$ cat src/hdl/lie_pkg.sv
// shared types and constants for the line input editor with echo
// used by every module of the block; depends on nothing
`default_nettype none

package lie_pkg;

   // field widths
   localparam int BYTE_W = 8;
   localparam int INDEX_W = 8;
   localparam int LEN_W = 9;

   // longest line the store can hold
   localparam int MAX_LINE = 256;

   // programmed limit saturates here
   localparam logic [LEN_W-1:0] LIMIT_CAP =
      (MAX_LINE > 511) ? 9'd511 : LEN_W'(MAX_LINE);

   // line limit after reset
   localparam logic [LEN_W-1:0] LIMIT_RESET = 9'd10;

   // character codes
   localparam logic [BYTE_W-1:0] CH_EOT = 8'h04;
   localparam logic [BYTE_W-1:0] CH_DEL = 8'h7f;
   localparam logic [BYTE_W-1:0] CH_LF  = 8'h0a;
   localparam logic [BYTE_W-1:0] CH_CR  = 8'h0d;
   localparam logic [BYTE_W-1:0] CH_BS  = 8'h08;
   localparam logic [BYTE_W-1:0] CH_SP  = 8'h20;

   // how one received byte is handled
   localparam logic [2:0] K_EOT       = 3'd0;  // end of line, no echo
   localparam logic [2:0] K_NOP       = 3'd1;  // erase at start of line
   localparam logic [2:0] K_ERASE     = 3'd2;  // backspace, space, backspace
   localparam logic [2:0] K_EOL       = 3'd3;  // cr or lf, echo lf
   localparam logic [2:0] K_CHAR      = 3'd4;  // plain echo
   localparam logic [2:0] K_CHAR_FULL = 3'd5;  // plain echo, then lf, line full

   // decoded item handed to the result sequencer
   typedef struct packed {
      logic [2:0]         kind;
      logic [BYTE_W-1:0]  rx_byte;
      logic [INDEX_W-1:0] index;
      logic [LEN_W-1:0]   length;
   } rec_type;

endpackage

`default_nettype wire

$ cat src/hdl/lie_decode.sv
// classifies one received byte against the current line position
// depends on lie_pkg
`default_nettype none

module lie_decode #(
   parameter int MAX_LINE = lie_pkg::MAX_LINE
) (
   input  wire logic [lie_pkg::BYTE_W-1:0] rx_byte,
   input  wire logic [lie_pkg::LEN_W-1:0]  char_count,
   input  wire logic [lie_pkg::LEN_W-1:0]  line_limit,
   output lie_pkg::rec_type                rec,
   output logic      [lie_pkg::LEN_W-1:0]  count_next
);

   // programmed limit saturates at the line size, or at the largest limit value
   localparam int CAP_VAL = (MAX_LINE > (1 << lie_pkg::LEN_W) - 1) ?
                            (1 << lie_pkg::LEN_W) - 1 : MAX_LINE;
   localparam logic [lie_pkg::LEN_W-1:0] LIMIT_CAP = CAP_VAL[lie_pkg::LEN_W-1:0];

   logic [lie_pkg::LEN_W-1:0] lim;
   logic [lie_pkg::LEN_W-1:0] nc;
   logic                      full;

   // effective limit and next position
   assign lim  = (line_limit > LIMIT_CAP) ? LIMIT_CAP : line_limit;
   assign nc   = char_count + 9'd1;
   assign full = (nc >= lim);

   // kind, stored fields and position update
   always_comb begin
      rec.rx_byte = rx_byte;
      rec.index   = char_count[lie_pkg::INDEX_W-1:0];
      rec.length  = '0;
      rec.kind    = lie_pkg::K_CHAR;
      count_next  = char_count;
      if (rx_byte == lie_pkg::CH_EOT) begin
         rec.kind   = lie_pkg::K_EOT;
         rec.length = char_count;
         count_next = '0;
      end else if (rx_byte == lie_pkg::CH_DEL) begin
         if (char_count != '0) begin
            rec.kind   = lie_pkg::K_ERASE;
            count_next = char_count - 9'd1;
         end else begin
            rec.kind = lie_pkg::K_NOP;
         end
      end else if (rx_byte == lie_pkg::CH_LF || rx_byte == lie_pkg::CH_CR) begin
         rec.kind   = lie_pkg::K_EOL;
         rec.length = nc;
         count_next = '0;
      end else if (full) begin
         rec.kind   = lie_pkg::K_CHAR_FULL;
         rec.length = nc;
         count_next = '0;
      end else begin
         rec.kind   = lie_pkg::K_CHAR;
         count_next = nc;
      end
   end

endmodule

`default_nettype wire

$ cat src/hdl/lie_seq.sv
// holds one decoded item and emits its one to three results into the
// output register; depends on lie_pkg
`default_nettype none

module lie_seq (
   input  wire logic                          clock,
   input  wire logic                          reset,
   input  wire logic                          item_valid,
   input  wire lie_pkg::rec_type              item_rec,
   output logic                               item_take,
   output logic                               rsp_valid,
   input  wire logic                          rsp_stall,
   output logic                               rsp_echo_valid,
   output logic [lie_pkg::BYTE_W-1:0]         rsp_echo_byte,
   output logic                               rsp_store_valid,
   output logic [lie_pkg::INDEX_W-1:0]        rsp_store_index,
   output logic [lie_pkg::BYTE_W-1:0]         rsp_store_byte,
   output logic                               rsp_line_done,
   output logic [lie_pkg::LEN_W-1:0]          rsp_line_length,
   output logic                               rsp_last
);

   lie_pkg::rec_type rec_ff;
   logic       busy_ff, busy_in;
   logic [1:0] step_ff, step_in;

   logic                         out_vld_ff, out_vld_in;
   logic                         echo_v_ff, echo_v_in;
   logic [lie_pkg::BYTE_W-1:0]   echo_b_ff, echo_b_in;
   logic                         store_v_ff, store_v_in;
   logic [lie_pkg::INDEX_W-1:0]  store_i_ff, store_i_in;
   logic [lie_pkg::BYTE_W-1:0]   store_b_ff, store_b_in;
   logic                         done_ff, done_in;
   logic [lie_pkg::LEN_W-1:0]    len_ff, len_in;
   logic                         last_ff, last_in;

   logic       out_take;
   logic       fire;
   logic       finish;
   logic [1:0] last_step;

   // handshake between item slot and output register
   assign out_take  = !out_vld_ff || !rsp_stall;
   assign fire      = busy_ff && out_take;
   assign finish    = fire && (step_ff == last_step);
   assign item_take = item_valid && (!busy_ff || finish);

   // result of the current step
   always_comb begin
      echo_v_in = 1'b0;
      echo_b_in = '0;
      done_in   = 1'b0;
      last_step = 2'd0;
      case (rec_ff.kind)
         lie_pkg::K_EOT: begin
            done_in = 1'b1;
         end
         lie_pkg::K_NOP: begin
            done_in = 1'b0;
         end
         lie_pkg::K_ERASE: begin
            last_step = 2'd2;
            echo_v_in = 1'b1;
            echo_b_in = (step_ff == 2'd1) ? lie_pkg::CH_SP : lie_pkg::CH_BS;
         end
         lie_pkg::K_EOL: begin
            echo_v_in = 1'b1;
            echo_b_in = lie_pkg::CH_LF;
            done_in   = 1'b1;
         end
         lie_pkg::K_CHAR: begin
            echo_v_in = 1'b1;
            echo_b_in = rec_ff.rx_byte;
         end
         lie_pkg::K_CHAR_FULL: begin
            last_step = 2'd1;
            echo_v_in = 1'b1;
            if (step_ff == 2'd0) begin
               echo_b_in = rec_ff.rx_byte;
            end else begin
               echo_b_in = lie_pkg::CH_LF;
               done_in   = 1'b1;
            end
         end
         default: begin
            echo_v_in = 1'b0;
         end
      endcase
      store_v_in = (step_ff == 2'd0);
      store_i_in = store_v_in ? rec_ff.index : '0;
      store_b_in = store_v_in ? rec_ff.rx_byte : '0;
      len_in     = done_in ? rec_ff.length : '0;
      last_in    = (step_ff == last_step);
   end

   // item slot and step counter
   always_comb begin
      busy_in = busy_ff;
      step_in = step_ff;
      if (item_take) begin
         busy_in = 1'b1;
         step_in = 2'd0;
      end else if (finish) begin
         busy_in = 1'b0;
      end else if (fire) begin
         step_in = step_ff + 2'd1;
      end
   end

   assign out_vld_in = out_take ? busy_ff : out_vld_ff;

   // control registers
   always_ff @(posedge clock) begin
      if (reset) begin
         busy_ff    <= 1'b0;
         step_ff    <= 2'd0;
         out_vld_ff <= 1'b0;
      end else begin
         busy_ff    <= busy_in;
         step_ff    <= step_in;
         out_vld_ff <= out_vld_in;
      end
   end

   // payload registers
   always_ff @(posedge clock) begin
      if (item_take) begin
         rec_ff <= item_rec;
      end
      if (out_take) begin
         echo_v_ff  <= echo_v_in;
         echo_b_ff  <= echo_b_in;
         store_v_ff <= store_v_in;
         store_i_ff <= store_i_in;
         store_b_ff <= store_b_in;
         done_ff    <= done_in;
         len_ff     <= len_in;
         last_ff    <= last_in;
      end
   end

   assign rsp_valid       = out_vld_ff;
   assign rsp_echo_valid  = echo_v_ff;
   assign rsp_echo_byte   = echo_b_ff;
   assign rsp_store_valid = store_v_ff;
   assign rsp_store_index = store_i_ff;
   assign rsp_store_byte  = store_b_ff;
   assign rsp_line_done   = done_ff;
   assign rsp_line_length = len_ff;
   assign rsp_last        = last_ff;

endmodule

`default_nettype wire

$ cat src/hdl/line_input_editor_with_echo.sv
// A byte's first result passes the input register, item slot and output register
// to rsp_valid. Throughput: one result per cycle from the output register while
// rsp_stall is low; a byte gives one result, two if it fills the line, three for
// an erase (backspace, space, backspace); lie_seq's step counter sets the rate.
// Reset (synchronous): empties every stage, position to 0, line limit to 10.
// top level: input register, line position, limit register, decode, sequencer
// depends on lie_pkg, lie_decode and lie_seq
`default_nettype none

module line_input_editor_with_echo #(
   parameter int MAX_LINE = lie_pkg::MAX_LINE
) (
   input  wire logic                          clock,
   input  wire logic                          reset,
   input  wire logic                          req_valid,
   output logic                               req_stall,
   input  wire logic [lie_pkg::BYTE_W-1:0]    req_rx_byte,
   output logic                               rsp_valid,
   input  wire logic                          rsp_stall,
   output logic                               rsp_echo_valid,
   output logic [lie_pkg::BYTE_W-1:0]         rsp_echo_byte,
   output logic                               rsp_store_valid,
   output logic [lie_pkg::INDEX_W-1:0]        rsp_store_index,
   output logic [lie_pkg::BYTE_W-1:0]         rsp_store_byte,
   output logic                               rsp_line_done,
   output logic [lie_pkg::LEN_W-1:0]          rsp_line_length,
   output logic                               rsp_last,
   input  wire logic                          csr_valid,
   output logic                               csr_ready,
   input  wire logic [lie_pkg::LEN_W-1:0]     csr_line_limit
);

   logic                        in_vld_ff, in_vld_in;
   logic [lie_pkg::BYTE_W-1:0]  in_byte_ff;
   logic [lie_pkg::LEN_W-1:0]   count_ff, count_in;
   logic [lie_pkg::LEN_W-1:0]   limit_ff, limit_in;

   lie_pkg::rec_type            rec;
   logic [lie_pkg::LEN_W-1:0]   count_next;
   logic                        item_take;
   logic                        req_xfer;

   // input register handshake
   assign req_stall = in_vld_ff && !item_take;
   assign req_xfer  = req_valid && !req_stall;
   assign in_vld_in = req_xfer ? 1'b1 : (item_take ? 1'b0 : in_vld_ff);

   // line position is updated when the sequencer takes the item
   assign count_in = item_take ? count_next : count_ff;

   // limit register, always writable
   assign csr_ready = 1'b1;
   assign limit_in  = (csr_valid && csr_ready) ? csr_line_limit : limit_ff;

   always_ff @(posedge clock) begin
      if (reset) begin
         in_vld_ff <= 1'b0;
         count_ff  <= '0;
         limit_ff  <= lie_pkg::LIMIT_RESET;
      end else begin
         in_vld_ff <= in_vld_in;
         count_ff  <= count_in;
         limit_ff  <= limit_in;
      end
   end

   always_ff @(posedge clock) begin
      if (req_xfer) begin
         in_byte_ff <= req_rx_byte;
      end
   end

   // byte classification
   lie_decode #(
      .MAX_LINE (MAX_LINE)
   ) u_decode (
      .rx_byte    (in_byte_ff),
      .char_count (count_ff),
      .line_limit (limit_ff),
      .rec        (rec),
      .count_next (count_next)
   );

   // result sequencing and output register
   lie_seq u_seq (
      .clock           (clock),
      .reset           (reset),
      .item_valid      (in_vld_ff),
      .item_rec        (rec),
      .item_take       (item_take),
      .rsp_valid       (rsp_valid),
      .rsp_stall       (rsp_stall),
      .rsp_echo_valid  (rsp_echo_valid),
      .rsp_echo_byte   (rsp_echo_byte),
      .rsp_store_valid (rsp_store_valid),
      .rsp_store_index (rsp_store_index),
      .rsp_store_byte  (rsp_store_byte),
      .rsp_line_done   (rsp_line_done),
      .rsp_line_length (rsp_line_length),
      .rsp_last        (rsp_last)
   );

endmodule

`default_nettype wire

$ cat config.mk
export PLATFORM = sky130hd
export DESIGN_NAME = line_input_editor_with_echo
export DESIGN_NICKNAME = d
export VERILOG_FILES = /design/src/hdl/lie_pkg.sv /design/src/hdl/lie_decode.sv /design/src/hdl/lie_seq.sv /design/src/hdl/line_input_editor_with_echo.sv
export SDC_FILE = /design/constraint.sdc
export NUM_CORES = 1
export LEC_CHECK = 0
export ABC_AREA = 1
export BUFFER_PORTS_ARGS = -buffer_cell sky130_fd_sc_hd__buf_2
export CORE_AREA = 5 5 136 86
export CTS_CLUSTER_DIAMETER = 150
export DETAILED_ROUTE_END_ITERATION = 8
export DIE_AREA = 0 0 141 91
export PLACE_DENSITY = 0.65
export SYNTH_ARGS = -nofsm -noshare
export SYNTH_HDL_FRONTEND = slang
export SYNTH_SLANG_ARGS = --single-unit
$ cat constraint.sdc
create_clock -name clock -period 2.8 [get_ports clock]
set_input_delay 0.56 -clock clock [delete_from_list [all_inputs] [get_ports clock]]
set_output_delay 0.56 -clock clock [all_outputs]
set_load 0.1 [all_outputs]
==> flow_metrics.tcl, run 1 <==
set metrics [dict create \
    total_power_mw 3.407 \
    mappedNetlistArea_mm2 0.004425 \
    grt_max_degree 42 \
    htreeDepth 3 \
    setup_slack_ns 0.2788 \
    rsz0062_at_grt "false" \
    synth.avg_cell_area_um2 9.497 \
    clockBufferDepth 2 \
    drt-vias-per-instance 4.809 \
    dp_hpwl_mm 7.645 \
    synth_mux_area_share_pct 0 \
    wl_per_cell_um 14.55 \
    fp.dieW_um 141 \
    drv_slew 0 \
    grt_pass1_vias 3112 \
    cap_violations 0 \
    synth_xor_area_share_pct 0.5937 \
    synth_compound_area_share_pct 7.238 \
    synth_cell_types 35 \
    status "finished, final reports clean" \
    clkLatencyLatePin_ns 0.34 \
    fin_crit_ns 2.521 \
    synth-adder-area-share_pct 3.675 \
    p_leak_nw 2.524 \
    synth_edf_count 73 \
    cp_max_fo 10 \
    grt_pass1_wl_mm 16.22 \
    synth_warnings 0 \
    drc 0 \
    power.density_mw_per_mm2 640.5 \
    synthTopCellsByCount "nand2_1, inv_1, edfxtp_1, nor2_1, nand3_1" \
    cts_buffers 9 \
    cp.required_ns 2.87 \
    antenna_left 0 \
    io_buffers 60 \
    holdBufCountCts 0 \
    fin_util_pct 51.61 \
    cts_sinks 96 \
    synthCells 466 \
    diodes 0 \
    worst-setup-path-type "reg -> reg" \
    nets 577 \
    synthTopCellsByArea "edfxtp_1, dfxtp_1, nand2_1, inv_1, nor2_1" \
    hold_path_class "in -> reg" \
    drt_iter0_markers 266 \
    ys.flop_type "edfxtp_1" \
    crit_top_cell "nand2_1" \
    clkTransAtPathRegs_ns 0.07 \
    fin_worst_skew_ns 0.01006 \
    synth.most_common_cell "nand2_1" \
    end_kind "flip-flop" \
    core_area_mm2 0.01030 \
    synth_top_family_by_area "simple AND/OR/NAND/NOR gates" \
    fp.dieH_um 91 \
    place_ws_ns 0.2043 \
    max_stage_delay_ns 0.38 \
    synth_top_area_share_pct 49.53 \
    fillers 986 \
    start_util_pct 42.95 \
    via_count 3299 \
    synthSimpleGateAreaFrac_pct 20.13 \
    clock.fmax_mhz 396.6 \
    post-route-period-util_pct 90.04 \
    grt.total_usage_pct 16.25 \
    max_slew.worst_pin.slew_ns 0.7438 \
    io-pin-count 62 \
    start_kind "flip-flop" \
    setup_tns_ns 0 \
    ys_async_sr_fraction_pct 0 \
    hold_viol 0 \
    die_area_mm2 0.01283 \
    grt_remaining_overflow 0 \
    relSlewSlack_pct 50.29 \
    area_delta_synth_final_pct 20.19 \
    slowest_stage "dfxtp_2" \
    grt_antenna_before_repair 0 \
    arrival_ns 2.59 \
    drt_first_pass_iters 5 \
    setup_viol 0 \
    row_count 29 \
    cts_tree "built" \
    clock-root-buffer "clkbuf_16" \
    ys_seq_elements 96 \
    multi_input_area_mm2 0.001431 \
    wl_mm 9.982 \
    regArea_mm2 0.002655 \
    drive_above_1_share_pct 21.94 \
    cp_cell_sequence "ha_1, nand2_1, nor2_2, nand3_1, xor2_1, inv_1, ha_1, nand2_1, nand2_1, nand2_1, nand2_1, a21oi_1, nand2_1, nand3_4, o22ai_1" \
    synth_nets 501 \
    synth_top_cell_by_area "edfxtp_1" \
    peakVddDrop_uv 290.6 \
    place.gp.congestion 0.9706 \
    yosysSeqAreaShare_pct 59.94 \
]
==> logic make-up (layout without fill, tap and decap cells) <==
kind of cell | Yosys count | in the layout
flops | 96 | 96
compound gates | 57 | 57
buf+inv | 94 | 175
xor+xnor | 3 | 3
fa+ha+maj | 13 | 13
simple gates | 202 | 202
other cells | 1 | 1
==> cell usage in the layout (no fill, tap or decap), drive strengths merged <==
| cell | instances |
|---|---|
| clkinv | 7 |
| nand2 | 103 |
| nor2 | 53 |
| o22ai | 10 |
| and2 | 1 |
| bufinv | 1 |
| ha | 13 |
| nand3 | 30 |
| dfxtp | 23 |
| inv | 81 |
| o211ai | 1 |
| o21ai | 19 |
| nor4 | 2 |
| a21o | 1 |
| nor3 | 3 |
| xor2 | 2 |
| xnor2 | 1 |
| nand3b | 1 |
| or2 | 1 |
| o21bai | 1 |
| clkbuf | 9 |
| edfxtp | 73 |
| conb | 1 |
| a21oi | 25 |
| buf | 77 |
| nand4 | 8 |
==> sequential cells by signal (all words and copies together) (netlist names) <==
signal	flops
count_ff	9
in_byte_ff	8
in_vld_ff	1
limit_ff	9
u_seq.busy_ff	1
u_seq.rec_ff	28
u_seq.rsp_echo_byte	8
u_seq.rsp_echo_valid	1
u_seq.rsp_last	1
u_seq.rsp_line_done	1
u_seq.rsp_line_length	9
u_seq.rsp_store_byte	8
u_seq.rsp_store_index	8
u_seq.rsp_store_valid	1
u_seq.rsp_valid	1
u_seq.step_ff	2
==> cell type report <==
class	count	area share, %
Clock buffer	9	4.234
Clock inverter	7	1.317
Inverter	82	5.787
Multi-Input combinational cell	276	26.91
Sequential cell	96	49.92
Tap cell	139	3.270
Timing Repair Buffer	77	8.563
==> worst max-delay path: cells and delay by family (launching register included) <==
kind,cells,cell delay (ns)
XOR/XNOR,1,0.19
buffers and inverters,1,0.06
flip-flops,1,0.38
adder cells (fa/ha/maj),2,0.48
AND/OR/NAND/NOR,9,0.92
AO/OA/AOI/OAI,2,0.23
==> routing by layer <==
metal	share of wire [%]	track usage, %	up-vias
met5	0	0	-
met4	1.2	4.113	0
met3	9.4	5.302	16
met2	39	21.54	126
met1	51	25.32	1474
li1	-	-	1683
==> path summary, 6_finish.rpt <==
kind | endpoint | depth (start not counted) | slack (ns) | start
max | u_seq.rec_ff[1] | 15 | 0.28 | count_ff[1]
min | in_byte_ff[0] | 1 | 0.39 | req_rx_byte[0]
max reg2reg | u_seq.rec_ff[1] | 15 | 0.28 | count_ff[1]
min reg2reg | limit_ff[3] | 2 | 0.49 | limit_ff[3]
==> power breakdown <==
group | leakage [nW] | internal, mW | total (mW) | switching [mW]
Clock | 0.147 | 0.691 | 1.20 | 0.506
Combinational | 1.43 | 0.120 | 0.557 | 0.437
Sequential | 0.948 | 1.61 | 1.65 | 0.0407
Total | 2.52 | 2.42 | 3.41 | 0.984
==> what timing repair did <==
| action | 4_1_cts | 5_1_grt |
|---|---|---|
| resized for setup | 0 | 5 |
| endpoints found under the setup margin | 0 | 18 |
| hold endpoints to repair | 0 | 0 |
| setup buffers | 0 | 0 |
==> through the flow <==
stage	instances	instance area, µm²	hold slack (ns)
final	686	5319	0.3940
after detailed placement	670	5005	0.4760
after CTS	686	5300	0.3838
after global routing	686	5319	0.3859
after floorplan	466	4437	0.4029
after global placement	670	5005	0.4713
No activity file was read; power rests on OpenSTA's default activity.
==> run 2: changes to the inputs <==
--- a/config.mk
+++ b/config.mk
@@ -7,11 +7,11 @@
 export LEC_CHECK = 0
 export ABC_AREA = 1
 export BUFFER_PORTS_ARGS = -buffer_cell sky130_fd_sc_hd__buf_2
-export CORE_AREA = 5 5 136 86
+export CORE_AREA = 5 5 126 80
 export CTS_CLUSTER_DIAMETER = 150
 export DETAILED_ROUTE_END_ITERATION = 8
-export DIE_AREA = 0 0 141 91
-export PLACE_DENSITY = 0.65
+export DIE_AREA = 0 0 131 85
+export PLACE_DENSITY = 0.75
 export SYNTH_ARGS = -nofsm -noshare
 export SYNTH_HDL_FRONTEND = slang
 export SYNTH_SLANG_ARGS = --single-unit
==> flow_metrics.tcl, run 2 (same netlist as run 1, synthesis figures left out) <==
set metrics [dict create \
    status "finished, final reports clean" \
    io_buffers 60 \
    arrival_ns 2.68 \
    clock-root-buffer "clkbuf_16" \
    wl_per_cell_um 14.89 \
    p_switching_mw 1.025 \
    via_count 3345 \
    grt_pass1_vias 3118 \
    diodes 0 \
    end_kind "flip-flop" \
    worst-setup-path-type "reg -> reg" \
    die_area_mm2 0.01114 \
    clkLatencyLatePin_ns 0.35 \
    holdBufCountCts 0 \
    hold_ws_ns 0.3914 \
    regMostFlops "u_seq.rec_ff" \
    swShare_pct 29.66 \
    fp.dieW_um 131 \
    fillers 752 \
    nets 573 \
    drc 0 \
    relSlewSlack_pct 53.31 \
    drv_slew 0 \
    place.gp.congestion 0.9259 \
    seq_power_share_pct 47.8 \
    setup_tns_ns 0 \
    grt_max_degree 42 \
    row_count 27 \
    area_delta_synth_final_pct 19.00 \
    cap_violations 0 \
    cts-resized-gates 0 \
    max_slew.worst_pin.slew_ns 0.7003 \
    cp.required_ns 2.88 \
    total_power_mw 3.456 \
    clockBufferDepth 2 \
    fp.dieH_um 85 \
    fin_crit_ns 2.607 \
    hold_viol 0 \
    postLayoutCellArea_mm2 0.005266 \
    start_kind "flip-flop" \
    power.density_mw_per_mm2 656.2 \
    core_area_mm2 0.008851 \
    cts_tree "built" \
    drt_first_pass_iters 5 \
    start_util_pct 50.00 \
    drt-vias-per-instance 5.076 \
    fin_worst_skew_ns 0.01070 \
    grt_remaining_overflow 0 \
    postCtsSetupRepairBufs 0 \
    largest_register_ffs 28 \
    post-route-period-util_pct 93.12 \
    p_int_mw 2.431 \
    final_cell_mix "nand2_1, inv_1, edfxtp_1" \
    p_leak_nw 2.505 \
    clkTransAtPathRegs_ns 0.06 \
    wl_mm 9.815 \
    placed_area_mm2 0.004933 \
    htreeDepth 3 \
    drt_iter0_markers 279 \
    cp_max_fo 10 \
    fin_cells 659 \
    cts_buffers 9 \
    drive_above_1_share_pct 21.92 \
    clock.fmax_mhz 383.5 \
    antenna_left 0 \
    grt_pass1_wl_mm 15.83 \
    cts_sinks 96 \
    io-pin-count 62 \
    grt_antenna_before_repair 0 \
    comb_power_share_pct 16.1 \
    peakVddDrop_uv 289.8 \
    dp_hpwl_mm 7.290 \
    final_common_cell "nand2_1" \
    hold_path_class "in -> reg" \
    dp_cells 643 \
    setup_viol 0 \
    pwr-share-clk_pct 36.1 \
    grt.total_usage_pct 18.55 \
]
-- run 2: layer usage --
layer | GRT usage (%) | share of wire, %
met1 | 28.58 | 49
met2 | 25.64 | 40
met5 | 0 | 0
met3 | 5.346 | 9.4
met4 | 4.482 | 1.1
-- run 2: path summary, 6_finish.rpt --
check | start | end | slack, ns | cells past startpoint
max reg2reg | count_ff[3] | u_seq.rec_ff[6] | 0.19 | 14
max | count_ff[3] | u_seq.rec_ff[6] | 0.19 | 14
min reg2reg | limit_ff[3] | limit_ff[3] | 0.49 | 2
min | req_rx_byte[1] | in_byte_ff[1] | 0.39 | 1
-- run 2: cell type report --
type / count / area, µm² / area share, %
well taps: 116 / 145.1 / 2.756
clock buffers: 9 / 225.2 / 4.277
flip-flops and latches: 96 / 2655 / 50.42
clock inverters: 7 / 78.83 / 1.497
multi-input cells: 276 / 1441 / 27.37
repair buffers: 73 / 412.9 / 7.840
inverters: 82 / 307.8 / 5.845
-- run 2: through the flow --
stage | util (%) | setup WS, ns
final | 59.50 | 0.1926
after global routing | 59.50 | -0.02253
after CTS | 59.17 | 0.1418
after detailed placement | 55.74 | 0.2036
after global placement | 55.74 | 0.2428
after floorplan | - | 0.1735
-- run 2: worst max-delay path: stages (launching register included) --
cell	delay (ns)
dfxtp_1	0.51
nand2_1	0.19
nor3_2	0.26
nand3_1	0.10
nand2_1	0.16
inv_1	0.06
ha_1	0.28
nand2_1	0.09
inv_1	0.04
nand2_1	0.05
nand2_1	0.05
a21oi_1	0.14
nand2_2	0.13
nand3_4	0.16
o22ai_1	0.12
-- run 2: power groups by stage --
stage          clock [mW]  combinational, mW  sequential (mW)
2_1_floorplan           0              0.205             1.90
3_3_place_gp            0              0.535             1.68
3_5_place_dp            0              0.544             1.68
4_1_cts              1.26              0.547             1.65
5_1_grt              1.32              0.598             1.66
6_report             1.25              0.556             1.65
==> run 3: changes to the inputs <==
--- a/config.mk
+++ b/config.mk
@@ -7,11 +7,13 @@
 export LEC_CHECK = 0
 export ABC_AREA = 1
 export BUFFER_PORTS_ARGS = -buffer_cell sky130_fd_sc_hd__buf_2
-export CORE_AREA = 5 5 126 80
-export CTS_CLUSTER_DIAMETER = 150
+export CORE_AREA = 5 5 129 82
+export CTS_CLUSTER_DIAMETER = 200
 export DETAILED_ROUTE_END_ITERATION = 8
-export DIE_AREA = 0 0 131 85
+export DIE_AREA = 0 0 134 87
 export PLACE_DENSITY = 0.75
+export SETUP_SLACK_MARGIN = 0.15
 export SYNTH_ARGS = -nofsm -noshare
 export SYNTH_HDL_FRONTEND = slang
+export SYNTH_HIERARCHICAL = 1
 export SYNTH_SLANG_ARGS = --single-unit
==> flow_metrics.tcl, run 3 <==
set metrics [dict create \
    hold_path_startpoint "req_rx_byte[1]" \
    fin_worst_skew_ns 0.005059 \
    max_stage_delay_ns 0.49 \
    drt_first_pass_iters 6 \
    crit_top_cell "nand2_1" \
    holdBufCountCts 0 \
    synth.most_common_cell "nand2_1" \
    fp.dieW_um 134 \
    post-route-period-util_pct 90.55 \
    ys.flop_type "edfxtp_1" \
    setup_viol 0 \
    hold_ws_ns 0.3906 \
    p_int_mw 2.562 \
    arrival_ns 1.98 \
    nets 615 \
    cp.required_ns 2.24 \
    start_util_pct 49.99 \
    row_count 28 \
    via_count 3549 \
    wl_per_cell_um 14.39 \
    status "finished, final reports clean" \
    io-pin-count 62 \
    worst-setup-path-type "reg -> out" \
    hold_viol 0 \
    fp.dieH_um 87 \
    grt.total_usage_pct 17.86 \
    multi_input_area_mm2 0.001580 \
    drt_iter0_markers 328 \
    rsz0062_at_grt "true" \
    rrSetupSlack_ns 0.32 \
    synthTopCellsByArea "edfxtp_1, dfxtp_1, nand2_1, nor2_1, inv_1" \
    ys_async_sr_fraction_pct 0 \
    regMostFlops "u_seq/rec_ff" \
    p_switching_mw 1.224 \
    synthCells 514 \
    drc 0 \
    grt_pass1_wl_mm 16.08 \
    cts_buffers 9 \
    core_area_mm2 0.009424 \
    start_kind "flip-flop" \
    ys_seq_elements 96 \
    grt_max_degree 39 \
    fin_cells 705 \
    min_to "in_byte_ff[1]" \
    max_slew.worst_pin.slew_ns 0.6403 \
    largest_register_ffs 28 \
    yosysSeqAreaShare_pct 56.31 \
    cts_tree "built" \
    synthTopCellsByCount "nand2_1, nor2_1, edfxtp_1, inv_1, nand3_1" \
    drt-vias-per-instance 5.034 \
    antenna_left 0 \
    clock-root-buffer "clkbuf_16" \
    regArea_mm2 0.002664 \
    cap_violations 0 \
    cp_max_fo 5 \
    wl_mm 10.14 \
    hold_path_class "in -> reg" \
    mappedNetlistArea_mm2 0.004711 \
    setup_tns_ns 0 \
    io_buffers 60 \
    fin_crit_ns 2.535 \
    grt_pass1_vias 3148 \
    comb_power_share_pct 22.3 \
    total_power_mw 3.785 \
    synth_edf_count 73 \
    clkLatencyLatePin_ns 0.34 \
    r2r_cells 14 \
    slowest_stage "edfxtp_1" \
    clock.fmax_mhz 394.4 \
    cts_sinks 96 \
    hold_depth 1 \
    grt_antenna_before_repair 0 \
    final_common_cell "nand2_1" \
    clockBufferDepth 2 \
    pwr-share-clk_pct 32.5 \
    dp_cells 677 \
    synth_nets 549 \
    dp_hpwl_mm 7.543 \
    synth_cell_types 38 \
    final_cell_mix "nand2_1, nor2_1, edfxtp_1" \
    seq_power_share_pct 45.2 \
    synth.avg_cell_area_um2 9.165 \
    peakVddDrop_uv 338.7 \
    synth_warnings 6 \
    rr_endpoint "u_seq/rec_ff[2]" \
    p_leak_nw 2.603 \
    fillers 818 \
    swShare_pct 32.33 \
    drive_above_1_share_pct 25.13 \
    area_delta_synth_final_pct 16.76 \
    clkTransAtPathRegs_ns 0.07 \
    cp_cell_sequence "buf_4, nand3_1, nand2_1, nand2_1, nand3_4, nand2_2, nand3_2, clkinvlp_4, inv_8, nand2_4, inv_6, buf_12" \
    synth_top_area_share_pct 46.53 \
    diodes 0 \
    place.gp.congestion 0.9426 \
    grt_remaining_overflow 0 \
    power.density_mw_per_mm2 688.2 \
    timing.rr.start "count_ff[1]" \
    htreeDepth 3 \
    drv_slew 0 \
    die_area_mm2 0.01166 \
    end_kind "primary output" \
    relSlewSlack_pct 57.31 \
    synth_top_cell_by_area "edfxtp_1" \
]
## run 3: worst max path at each step
stage                     startpoint     endpoint  slack (ns)  cells past startpoint
finish              u_seq/rec_ff[27]    req_stall        0.26                     12
global route             count_ff[0]  count_ff[1]        0.14                     18
CTS                 u_seq/rec_ff[25]    req_stall        0.16                     12
detailed placement       count_ff[0]  count_ff[5]        0.17                     18
global placement         count_ff[0]  count_ff[5]        0.26                     18
floorplan            u_seq/rsp_valid    req_stall        0.16                      9
## run 3: cell type report
class / instances / share of cell area, %
clock buffer: 11 / 4.231
clock inverter: 5 / 1.183
inverter: 83 / 5.960
multi-input combinational: 308 / 28.73
sequential: 96 / 48.43
tap: 120 / 2.730
timing repair buffer: 82 / 8.735
## run 3: routing by layer
layer,up-vias,share of wire (%),global-route usage (%)
met5,-,0,0
met4,0,1.1,4.949
met3,15,8.1,4.908
met2,137,40,24.05
met1,1617,51,27.85
li1,1780,-,-
## run 3: metrics by stage
step	setup slack [ns]	instance area (µm²)	util [%]
2_1_floorplan	0.1634	4740	-
3_3_place_gp	0.2625	5076	53.86
3_5_place_dp	0.1685	5076	53.86
4_1_cts	0.1582	5383	57.12
5_1_grt	0.1448	5500	58.36
6_report	0.2646	5500	58.36
## run 3: power by group through the flow
stage	clock [mW]	sequential, mW	combinational, mW
5_1_grt	1.32	1.72	0.903
6_report	1.23	1.71	0.843
2_1_floorplan	0	2.02	0.358
3_5_place_dp	0	1.74	0.787
4_1_cts	1.27	1.71	0.792
3_3_place_gp	0	1.74	0.778
## run 3: kinds of logic after synthesis
group	after synthesis	synth area share, %
other cells	1	0.07960
simple gates	237	21.41
xor+xnor	3	0.5579
buf+inv	111	11.26
compound gates	53	6.932
flops	96	56.31
fa+ha+maj	13	3.453
## run 3: critical path, delay by kind of cell, from the launching register on
family | cells | cell delay (ns)
buffers and inverters | 5 | 0.53
DFF | 1 | 0.49
and+or+nand+nor | 7 | 0.60
## run 3: timing repair
| item | in CTS | in global routing |
|---|---|---|
| setup endpoints to repair | 2 | 25 |
| gates cloned | 0 | 1 |
| hold endpoints to repair | 0 | 0 |
| gates resized for setup | 1 | 14 |
| setup buffers | 1 | 10 |
| pin swaps | 0 | 2 |
